## config.mk

```make
export PLATFORM = sky130hd
export DESIGN_NAME = lgfe_div
export DESIGN_NICKNAME = d
export VERILOG_FILES = /design/src/hw/rtl/lgfe_pkg.sv /design/src/hw/rtl/lgfe_div.sv
export SDC_FILE = /design/constraint.sdc
export NUM_CORES = 1
export LEC_CHECK = 0
export BUFFER_PORTS_ARGS = -buffer_cell sky130_fd_sc_hd__buf_2
export CAP_MARGIN = 20
export CORE_MARGIN = 10
export CORE_UTILIZATION = 45
export CTS_BUF_LIST = sky130_fd_sc_hd__clkbuf_8 sky130_fd_sc_hd__clkbuf_16
export DETAILED_ROUTE_END_ITERATION = 10
export PLACE_DENSITY = 0.68
export SYNTH_ARGS = -nofsm -noshare
export SYNTH_HDL_FRONTEND = slang
export SYNTH_SLANG_ARGS = --single-unit
```

## constraint.sdc

```tcl
create_clock -name aclk -period 3.1 [get_ports aclk]
set_input_delay 0.155 -clock aclk [delete_from_list [all_inputs] [get_ports aclk]]
set_output_delay 0.155 -clock aclk [all_outputs]
set_load 0.02 [all_outputs]
```

## src/hw/rtl/lgfe_pkg.sv

```systemverilog
// Package: shared types, codes and helpers for the LED gradient fade engine.
package lgfe_pkg;

    localparam int NumLeds = 1024;
    localparam int AddrW   = $clog2(NumLeds);

    // Reciprocals for a divide by 100: x / 100 = (x * mul) >> shift.
    localparam logic [31:0] Div100Mul32 = 32'h51EB_851F;  // any 32-bit x, shift 37
    localparam logic [12:0] Div100Mul16 = 13'd5243;       // x below 43690, shift 19

    typedef enum logic [2:0] {
        KIND_STEP  = 3'd0,
        KIND_TICK  = 3'd1,
        KIND_RESET = 3'd2,
        KIND_WRITE = 3'd3,
        KIND_READ  = 3'd4
    } kind_t;

    typedef enum logic [2:0] {
        CFG_FIRST = 3'd0,
        CFG_LAST  = 3'd1,
        CFG_START = 3'd2,
        CFG_END   = 3'd3,
        CFG_SKIP  = 3'd4,
        CFG_KEEP  = 3'd5,
        CFG_FADE  = 3'd6
    } cfg_idx_t;

    localparam logic [2:0] PH_HOME  = 3'd0;
    localparam logic [2:0] PH_FILL0 = 3'd1;
    localparam logic [2:0] PH_FILL  = 3'd2;
    localparam logic [2:0] PH_FADE0 = 3'd3;
    localparam logic [2:0] PH_FADE  = 3'd4;
    localparam logic [2:0] PH_WAIT  = 3'd5;

    localparam logic [1:0] SEG_FREE = 2'd0;
    localparam logic [1:0] SEG_BUSY = 2'd1;
    localparam logic [1:0] SEG_DONE = 2'd2;

    // Sequencer states of the control unit.
    typedef enum logic [3:0] {
        ST_IDLE,
        ST_CLEAR,
        ST_COPY_RD,
        ST_COPY_WR,
        ST_DIV,
        ST_RD,
        ST_MUL,
        ST_MOD,
        ST_BLEND,
        ST_WB,
        ST_READ,
        ST_OUT
    } st_t;

    // Byte select of a packed RGBW word, channel 0 = red.
    function automatic logic [7:0] chan8(input logic [31:0] w, input logic [1:0] c);
        chan8 = w[8*(3-c) +: 8];
    endfunction

endpackage

```

## src/hw/rtl/lgfe_div.sv

```systemverilog
// Restoring divider, one quotient bit per cycle.
module lgfe_div (
    input  logic        aclk,
    input  logic        aresetn,
    input  logic        start,
    input  logic [31:0] dividend,
    input  logic [31:0] divisor,
    output logic        done,
    output logic [31:0] quotient,
    output logic [31:0] remainder
);
    import lgfe_pkg::*;

    logic [31:0] q_reg, q_next;
    logic [31:0] r_reg, r_next;
    logic [31:0] d_reg, d_next;
    logic [5:0]  cnt_reg, cnt_next;
    logic        busy_reg, busy_next;
    logic [32:0] trial;

    always_comb begin
        q_next    = q_reg;
        r_next    = r_reg;
        d_next    = d_reg;
        cnt_next  = cnt_reg;
        busy_next = busy_reg;
        trial     = {r_reg, q_reg[31]} - {1'b0, d_reg};
        if (start) begin
            q_next    = dividend;
            r_next    = '0;
            d_next    = divisor;
            cnt_next  = 6'd32;
            busy_next = 1'b1;
        end else if (busy_reg) begin
            if (!trial[32]) begin
                r_next = trial[31:0];
                q_next = {q_reg[30:0], 1'b1};
            end else begin
                r_next = {r_reg[30:0], q_reg[31]};
                q_next = {q_reg[30:0], 1'b0};
            end
            cnt_next = cnt_reg - 6'd1;
            if (cnt_reg == 6'd1) begin
                busy_next = 1'b0;
            end
        end
    end

    always_ff @(posedge aclk) begin
        if (!aresetn) begin
            busy_reg <= 1'b0;
            cnt_reg  <= '0;
        end else begin
            busy_reg <= busy_next;
            cnt_reg  <= cnt_next;
        end
        q_reg <= q_next;
        r_reg <= r_next;
        d_reg <= d_next;
    end

    assign done      = busy_reg && (cnt_reg == 6'd1);
    assign quotient  = q_next;
    assign remainder = r_next;
endmodule

```

==> results.sh, run 1 <==
export IMPL_synth_area_um2=5811
export IMPL_utilization=0.6851
export IMPL_drv_cap=0
export IMPL_setup_violations=36
export IMPL_synth_edf_count=32
export IMPL_grt_pass1_wl_mm=28.12
export IMPL_power_density_nw_per_um2=458.0
export IMPL_placed_area_um2=7144
export IMPL_die_w_um=133.6
export IMPL_initial_core_util=0.4604
export IMPL_yosys_warnings=0
export IMPL_routed_wl_mm=17.19
export IMPL_layout_drive_gt1_share=0.3771
export IMPL_max_slew_margin=0.4675
export IMPL_peakVddDrop_mv=0.4366
export IMPL_setup_slack_ns=-0.5286
export IMPL_synth_flop_cell="dfxtp_1"
export IMPL_antenna_found_initial=0
export IMPL_clk_pin_slew_worst_paths_ns=0.07
export IMPL_ios=132
export IMPL_synth_async_reset_ratio=0
export IMPL_synth_distinct_cells=52
export IMPL_firstDrtPassIters=5
export IMPL_overflow=0
export IMPL_seq_area_frac_synth=0.4100
export IMPL_reg2reg_depth=15
export IMPL_fmax_mhz=275.6
export IMPL_whs_path_depth=3
export IMPL_status="finished with violations"
export IMPL_rows=41
export IMPL_grt_max_degree=77
export IMPL_remaining_drc_errors=0
export IMPL_port_buffers=131
export IMPL_cts_buffers=9
export IMPL_hold_class="primary input to flip-flop"
export IMPL_r2r_setup_slack_ns=-0.09
export IMPL_p_leak_nw=3.832
export IMPL_drtIter0Drc=248
export IMPL_clk_latency_ns=0.36
export IMPL_dp_hpwl_mm=11.95
export IMPL_period_needed_ns=3.629
export IMPL_syn_num_nets=761
export IMPL_cts_root_buf="clkbuf_16"
export IMPL_routed_via_density=5.229
export IMPL_htreeDepth=3
export IMPL_grtUsageTotal=0.1880
export IMPL_violations="setup timing"
export IMPL_ys_ff_latch=103
export IMPL_worstSetupPathType="flip-flop to output pin"
export IMPL_fin_cells=1047
export IMPL_fin_total_pwr_mw=3.959
export IMPL_core_area_um2=12620
export IMPL_worst_pin_slew_ns=0.7971
export IMPL_fin_skew_ns=0.007708
export IMPL_hold_start="dividend[24]"
export IMPL_critPathMaxFanout=6
export IMPL_die_h_um=133.6
export IMPL_antenna_left=0
export IMPL_clock_sinks=103
export IMPL_vias=5475
export IMPL_critPathCaptureType="output pin"
export IMPL_syn_area_per_cell_um2=8.817
export IMPL_slew_violations=0
export IMPL_cp_required_ns=2.94
export IMPL_post_place_cells=976
export IMPL_die_area_um2=17860
export IMPL_period_share=1.171
export IMPL_cts_tree="yes"
export IMPL_r2r_start="d_reg[0]"
export IMPL_clk_path_buf_depth=2
export IMPL_crit_arrival_ns=3.47
export IMPL_rsz0062_at_grt="true"
export IMPL_synth_cells=659
export IMPL_fin_area_um2=8646
export IMPL_antenna_cells=0
export IMPL_grt_pass1_vias=5695
export IMPL_nets=972
export IMPL_start_kind="flip-flop"
export IMPL_rr_endpoint="r_reg[2]"
export IMPL_min_to="q_reg[24]"
export IMPL_drt_wirelength_per_cell_um=16.42
export IMPL_area_growth_pct=48.79
export IMPL_hold_viol=0
export IMPL_gp_congestion=0.8758
-- power breakdown --
group / switching [mW] / leakage, nW / internal, mW / total [mW]
Sequential: 0.0744 / 0.904 / 1.51 / 1.58
Combinational: 0.696 / 2.78 / 0.557 / 1.25
Clock: 0.544 / 0.145 / 0.580 / 1.12
-- per-stage QoR --
stage          setup TNS, ns  hold WS (ns)  setup WS [ns]
2_1_floorplan              0        0.2539       0.002746
3_3_place_gp          -3.831        0.3317        -0.1827
3_5_place_dp          -6.756        0.3331        -0.2897
4_1_cts               -14.34       0.02003        -0.5183
5_1_grt               -19.63       0.02882        -0.6515
6_report              -14.70       0.02855        -0.5286
-- how the worst max path moves through the flow --
stage,startpoint,to,slack [ns],cells after the start
detailed placement,q_reg[31],remainder[3],-0.29,13
CTS,d_reg[0],remainder[3],-0.52,12
finish,d_reg[0],remainder[5],-0.53,14
global route,d_reg[0],remainder[26],-0.65,14
global placement,q_reg[31],remainder[16],-0.18,14
floorplan,q_reg[31],remainder[3],0.003,12
-- worst max-delay path: stages (launching register included) --
cell and delay (ns):
edfxtp_1 0.37, ha_2 0.20, fa_2 0.37, nor2b_4 0.14, o211ai_1 0.15, a211oi_4 0.31
o31ai_4 0.12, a21oi_4 0.19, a21oi_4 0.12, xnor2_4 0.23, buf_6 0.17, buf_8 0.16
nand2_4 0.05, a311oi_2 0.32, buf_4 0.20
-- layer usage --
layer	track usage	vias to the layer above	share of wire
li1	-	2757	-
met5	0	-	0
met4	0.05925	0	0.013
met3	0.04361	17	0.052
met2	0.3180	148	0.49
met1	0.2309	2553	0.45
-- cells in the mapped netlist, types with 11 or more instances --
cell,count,area (um^2)
mux2i_1,32,320.3
xor2_1,11,96.34
dfxtp_1,71,1421
xnor2_1,18,157.7
a21oi_1,31,155.2
edfxtp_1,32,960.9
o21ai_0,51,255.2
nand2_1,104,390.4
clkbuf_1,28,105.1
ha_1,34,425.4
nor2_1,50,187.7
a311oi_1,24,210.2
inv_1,40,150.1
nor3_1,12,60.06
a21o_1,18,135.1
-- cells by family after synthesis --
logic type,after synthesis,share of synthesized area
adder cells (fa/ha/maj),35,0.07666
AO/OA/AOI/OAI,169,0.1992
flip-flops,103,0.4100
buffers and inverters,78,0.05232
XOR/XNOR,31,0.04931
AND/OR/NAND/NOR,211,0.1574
multiplexers,32,0.05513
-- cells in the final DEF, fill, tap and decap left out, types with 5 or more instances in the layout --
| cell type | n |
|---|---|
| a21o_1 | 18 |
| a21oi_1 | 27 |
| a21oi_2 | 5 |
| a311oi_2 | 17 |
| a311oi_4 | 7 |
| and2_1 | 5 |
| buf_2 | 97 |
| buf_4 | 80 |
| buf_6 | 21 |
| clkbuf_16 | 9 |
| dfxtp_1 | 69 |
| dlygate4sd3_1 | 32 |
| edfxtp_1 | 32 |
| ha_1 | 26 |
| ha_4 | 6 |
| inv_1 | 36 |
| mux2i_1 | 32 |
| nand2_1 | 75 |
| nand2_2 | 21 |
| nand2_4 | 8 |
| nand2b_1 | 5 |
| nand3_1 | 5 |
| nand4_1 | 8 |
| nor2_1 | 50 |
| nor3_1 | 9 |
| o21a_1 | 9 |
| o21ai_0 | 46 |
| xnor2_1 | 18 |
| xor2_1 | 11 |
-- final cells by class --
cell class	instances	area (um^2)
Clock buffer	10	239.0
Multi-Input combinational cell	478	3795
Clock inverter	6	51.30
Fill cell	987	3974
Timing Repair Buffer	238	1808
Sequential cell	103	2387
Inverter	40	150.1
Tap cell	172	215.2
-- what timing repair did --
item / CTS / global route
gates resized for setup: 110 / 54
cloned: 5 / 0
hold buffers: 32 / 0
pin swaps: 20 / 21
hold endpoints to repair: 32 / 0
buffers inserted: 12 / 10
endpoints found under the setup margin: 40 / 58
No activity file was read; power rests on OpenSTA's default activity.
==> run 2: changes to the inputs <==
==> constraint.sdc (replaced) <==
create_clock -name aclk -period 3.1 [get_ports aclk]
set_input_delay 0.62 -clock aclk [delete_from_list [all_inputs] [get_ports aclk]]
set_output_delay 0.62 -clock aclk [all_outputs]
set_load 0.02 [all_outputs]
==> results.sh, run 2 (same netlist as run 1, synthesis figures left out) <==
export IMPL_cts_buffers=9
export IMPL_firstDrtPassIters=5
export IMPL_routed_wl_mm=17.48
export IMPL_status="finished with violations"
export IMPL_fmax_mhz=246.9
export IMPL_hold_class="primary input to flip-flop"
export IMPL_overflow=0
export IMPL_grtUsageMet3=0.04925
export IMPL_port_buffers=131
export IMPL_worstSetupPathType="flip-flop to output pin"
export IMPL_worst_pin_slew_ns=0.6778
export IMPL_swShare=0.3284
export IMPL_dp_hpwl_mm=13.10
export IMPL_crit_chain="ha_2 -> fa_2 -> nor2b_4 -> o211ai_1 -> a211oi_4 -> o31ai_4 -> a21oi_4 -> a21oi_4 -> xnor2_4 -> buf_6 -> nand2_1 -> a311oi_4 -> buf_6"
export IMPL_antenna_found_initial=0
export IMPL_startpoint="d_reg[0]"
export IMPL_area_growth_pct=51.42
export IMPL_max_slew_margin=0.5472
export IMPL_grt_busiest_layer="met2"
export IMPL_fin_total_pwr_mw=4.046
export IMPL_peakVddDrop_mv=0.4704
export IMPL_hold_start="divisor[28]"
export IMPL_clk_pin_slew_worst_paths_ns=0.07
export IMPL_period_share=1.306
export IMPL_comb_power_share=0.330
export IMPL_fill_cells=998
export IMPL_grt_max_degree=54
export IMPL_worst_path_largest_cell_delay_ns=0.40
export IMPL_die_area_um2=17860
export IMPL_seqPwrFrac=0.389
export IMPL_antenna_cells=0
export IMPL_die_w_um=133.6
export IMPL_grt_use_met1=0.2272
export IMPL_setup_tns_ns=-29.18
export IMPL_clock_sinks=103
export IMPL_placed_area_um2=8005
export IMPL_fin_skew_ns=0.01061
export IMPL_crit_arrival_ns=3.43
export IMPL_layout_commonest_cell="buf_4"
export IMPL_cp_required_ns=2.48
export IMPL_layout_drive_gt1_share=0.4036
export IMPL_postCtsHoldBufs=0
export IMPL_drtIter0Drc=273
export IMPL_start_kind="flip-flop"
export IMPL_critPathSlowestCell="edfxtp_1"
export IMPL_crit_cells=13
export IMPL_fin_area_um2=8798
export IMPL_clk_path_buf_depth=2
export IMPL_grtUsageTotal=0.1915
export IMPL_clk_latency_ns=0.36
export IMPL_p_int_mw=2.717
export IMPL_initial_core_util=0.4604
export IMPL_utilization=0.6972
export IMPL_rows=41
export IMPL_setup_violations=33
export IMPL_period_needed_ns=4.050
export IMPL_core_area_um2=12620
export IMPL_p_sw_mw=1.329
export IMPL_gr_usage_met2=0.3312
export IMPL_gp_congestion=0.9784
export IMPL_critPathMaxFanout=11
export IMPL_rsz0062_at_grt="true"
export IMPL_p_leak_nw=3.954
export IMPL_critPathCaptureType="output pin"
export IMPL_antenna_left=0
export IMPL_hold_viol=0
export IMPL_reg2reg_depth=14
export IMPL_cts_tree="yes"
export IMPL_die_h_um=133.6
export IMPL_hold_ws_ns=0.4333
export IMPL_crit_family="compound AO/OA/AOI/OAI gates"
export IMPL_vias=5655
export IMPL_drv_cap=0
export IMPL_remaining_drc_errors=0
export IMPL_nets=994
export IMPL_drt_wirelength_per_cell_um=16.35
export IMPL_violations="setup timing"
export IMPL_grt_pass1_vias=5807
export IMPL_htreeDepth=3
export IMPL_crit_buf_inv=2
export IMPL_cts_root_buf="clkbuf_16"
export IMPL_clockPowerShare=0.281
export IMPL_whs_path_depth=1
export IMPL_slew_violations=0
export IMPL_setup_slack_ns=-0.9501
export IMPL_power_density_nw_per_um2=459.9
export IMPL_routed_via_density=5.290
export IMPL_grt_pass1_wl_mm=28.47
export IMPL_final_cell_mix="buf_4, buf_2, nand2_1"
export IMPL_r2r_start="d_reg[0]"
export IMPL_ios=132
## run 2: changes by cell type in the layout (fill, tap and decap cells not counted), moves of 5 or more
cell,previous run,this run
ha_1,26,31
buf_4,80,124
buf_6,21,36
nand2_2,21,12
nand2_1,75,90
dlygate4sd3_1,32,0
a311oi_4,7,24
nand2_4,8,2
a311oi_2,17,0
## run 2: area by class of cell
type / instances / area, um^2 / area share
tap: 172 / 215.2 / 0.02446
multi-input combinational: 478 / 3871 / 0.4400
sequential: 103 / 2387 / 0.2713
clock buffer: 10 / 250.2 / 0.02844
timing repair buffer: 260 / 1877 / 0.2133
inverter: 40 / 150.1 / 0.01706
clock inverter: 6 / 47.55 / 0.005404
## run 2: path summary, 6_finish.rpt
path                   to  slack, ns
max reg2reg     r_reg[31]       0.06
min reg2reg    cnt_reg[0]       0.51
max          remainder[2]      -0.95
min             d_reg[28]       0.43
## run 2: through the flow
stage | instances | worst slack [ns]
2_1_floorplan | 659 | -0.4085
3_3_place_gp | 1045 | -0.6280
3_5_place_dp | 1045 | -0.7151
4_1_cts | 1069 | -0.9967
5_1_grt | 1069 | -1.098
6_report | 1069 | -0.9501
## run 2: power by group through the flow
stage	clock, mW	combinational (mW)	sequential (mW)
6_report	1.14	1.33	1.57
5_1_grt	1.21	1.45	1.58
4_1_cts	1.16	1.31	1.57
3_5_place_dp	0	1.22	1.60
3_3_place_gp	0	1.20	1.60
2_1_floorplan	0	0.781	1.59
## run 2: per-layer routing
| layer | vias to the layer above | routed length, um |
|---|---|---|
| met5 | - | 0 |
| met4 | 0 | 246 |
| met3 | 15 | 934 |
| met2 | 159 | 8659 |
| met1 | 2669 | 7641 |
| li1 | 2812 | - |
## run 2: timing repair
item / 4_1_cts / 5_1_grt
endpoints found under the setup margin: 36 / 60
gates cloned: 1 / 0
setup buffers: 7 / 1
pin swaps: 15 / 8
gates resized for setup: 89 / 20
==> run 3: changes to the inputs <==
--- a/config.mk
+++ b/config.mk
@@ -5,11 +5,12 @@
 export SDC_FILE = /design/constraint.sdc
 export NUM_CORES = 1
 export LEC_CHECK = 0
+export ABC_AREA = 0
 export BUFFER_PORTS_ARGS = -buffer_cell sky130_fd_sc_hd__buf_2
 export CAP_MARGIN = 20
 export CORE_MARGIN = 10
 export CORE_UTILIZATION = 45
-export CTS_BUF_LIST = sky130_fd_sc_hd__clkbuf_8 sky130_fd_sc_hd__clkbuf_16
+export CTS_BUF_LIST = sky130_fd_sc_hd__clkbuf_16
 export DETAILED_ROUTE_END_ITERATION = 10
 export PLACE_DENSITY = 0.68
 export SYNTH_ARGS = -nofsm -noshare
==> constraint.sdc (replaced) <==
create_clock -name aclk -period 4.5 [get_ports aclk]
set_input_delay 0.9 -clock aclk [delete_from_list [all_inputs] [get_ports aclk]]
set_output_delay 0.9 -clock aclk [all_outputs]
set_load 0.02 [all_outputs]
==> results.sh, run 3 (same netlist as run 1, synthesis figures left out) <==
export IMPL_dp_hpwl_mm=11.48
export IMPL_cts_tree="yes"
export IMPL_layout_commonest_cell="buf_2"
export IMPL_utilization=0.5743
export IMPL_fin_cells=958
export IMPL_crit_arrival_ns=3.49
export IMPL_p_int_mw=1.748
export IMPL_clk_path_buf_depth=2
export IMPL_period_share=0.9748
export IMPL_critPathMaxFanout=12
export IMPL_seqPwrFrac=0.428
export IMPL_p_sw_mw=0.8202
export IMPL_vias=5102
export IMPL_drv_cap=0
export IMPL_power_density_nw_per_um2=354.3
export IMPL_drt_wirelength_per_cell_um=16.03
export IMPL_routed_wl_mm=15.36
export IMPL_drtIter0Drc=313
export IMPL_whs_path_depth=2
export IMPL_nets=883
export IMPL_clock_sinks=103
export IMPL_comb_power_share=0.262
export IMPL_area_growth_pct=24.72
export IMPL_worstSetupPathType="flip-flop to output pin"
export IMPL_fin_area_um2=7247
export IMPL_antenna_found_initial=0
export IMPL_slew_violations=0
export IMPL_grt_pass1_wl_mm=24.57
export IMPL_startpoint="d_reg[11]"
export IMPL_swShare=0.3194
export IMPL_cp_required_ns=3.60
export IMPL_gp_congestion=0.8911
export IMPL_fin_skew_ns=0.006786
export IMPL_final_cell_mix="buf_2, nand2_1, dfxtp_1"
export IMPL_placed_area_um2=6621
export IMPL_setup_violations=0
export IMPL_die_h_um=133.6
export IMPL_htreeDepth=3
export IMPL_r2r_start="d_reg[11]"
export IMPL_ios=132
export IMPL_layout_drive_gt1_share=0.2659
export IMPL_reg2reg_depth=12
export IMPL_cts_root_buf="clkbuf_16"
export IMPL_hold_class="flip-flop to flip-flop"
export IMPL_critPathCaptureType="output pin"
export IMPL_period_needed_ns=4.387
export IMPL_clk_pin_slew_worst_paths_ns=0.07
export IMPL_die_area_um2=17860
export IMPL_routed_via_density=5.326
export IMPL_hold_start="cnt_reg[1]"
export IMPL_hold_viol=0
export IMPL_post_place_cells=934
export IMPL_fmax_mhz=228.0
export IMPL_port_buffers=131
export IMPL_initial_core_util=0.4604
export IMPL_rows=41
export IMPL_status="finished, final reports clean"
export IMPL_clk_latency_ns=0.36
export IMPL_worst_pin_slew_ns=0.8104
export IMPL_die_w_um=133.6
export IMPL_remaining_drc_errors=0
export IMPL_antenna_left=0
export IMPL_max_slew_margin=0.4597
export IMPL_grtUsageTotal=0.1655
export IMPL_core_area_um2=12620
export IMPL_grt_max_degree=64
export IMPL_p_leak_nw=3.252
export IMPL_antenna_cells=0
export IMPL_fin_total_pwr_mw=2.568
export IMPL_clockPowerShare=0.310
export IMPL_postCtsHoldBufs=0
export IMPL_start_kind="flip-flop"
export IMPL_overflow=0
export IMPL_cts_buffers=9
export IMPL_firstDrtPassIters=4
export IMPL_grt_pass1_vias=5053
export IMPL_peakVddDrop_mv=0.2304
==> run 3: cell types whose count changed in the layout (fill, tap and decap cells not counted), moves of 7 or more <==
cell      previous run  this run
buf_4              124        20
nand2_1             90       104
a311oi_1             0         7
nand2_2             12         0
buf_6               36         4
buf_2               97       124
a311oi_4            24         1
a311oi_2             0        16
==> run 3: path summary, 6_finish.rpt <==
path,end,slack (ns)
max,remainder[26],0.11
min,cnt_reg[1],0.51
max reg2reg,r_reg[0],1.46
min reg2reg,cnt_reg[1],0.51
==> run 3: cell type report <==
class	instances	area, um^2
inverters	40	150.1
multi-input cells	478	3361
fillers	1152	5373
well taps	172	215.2
flip-flops and latches	103	2387
repair buffers	149	835.8
clock buffers	9	225.2
clock inverters	7	72.57
==> run 3: what timing repair did <==
action                                  in CTS  in global routing
endpoints found under the hold margin        0                  0
cloned                                       0                  1
endpoints found under the setup margin      30                 28
resized for setup                            9                 46
pin swaps                                    4                  7
buffers inserted                             1                  6
==> run 3: stage by stage <==
stage               setup WS (ns)  hold slack, ns  TNS [ns]
floorplan                  0.4272          0.4678         0
global placement           0.2565          0.4804         0
detailed placement         0.1239          0.4926         0
CTS                      0.001523          0.5028         0
global route             -0.01686          0.5429  -0.05566
finish                     0.1133          0.5079         0
==> run 3: layer usage <==
metal  up-vias  routed length (um)  share of wire  global-route usage
li1       2571                   -              -                   -
met1      2407                6769           0.44              0.2065
met2       103                7681           0.50              0.2756
met3        21                 669          0.044             0.04060
met4         0                 235          0.015             0.04958
met5         -                   0              0                   0
==> run 3: power groups by stage <==
stage / sequential, mW / clock [mW] / combinational, mW
after floorplan: 1.09 / 0 / 0.463
after global placement: 1.11 / 0 / 0.615
after detailed placement: 1.12 / 0 / 0.619
after CTS: 1.10 / 0.809 / 0.632
after global routing: 1.11 / 0.849 / 0.745
final: 1.10 / 0.796 / 0.673
==> run 3: worst max-delay path, cell delays in order, from the launching register on <==
cell	delay (ns)
edfxtp_1	0.32
inv_1	0.04
ha_2	0.40
nand4_1	0.14
or3_4	0.42
a211oi_4	0.28
o31ai_4	0.10
a21oi_4	0.18
a21oi_4	0.11
xnor2_4	0.24
buf_12	0.16
o2111ai_1	0.12
a311oi_2	0.38
buf_2	0.24
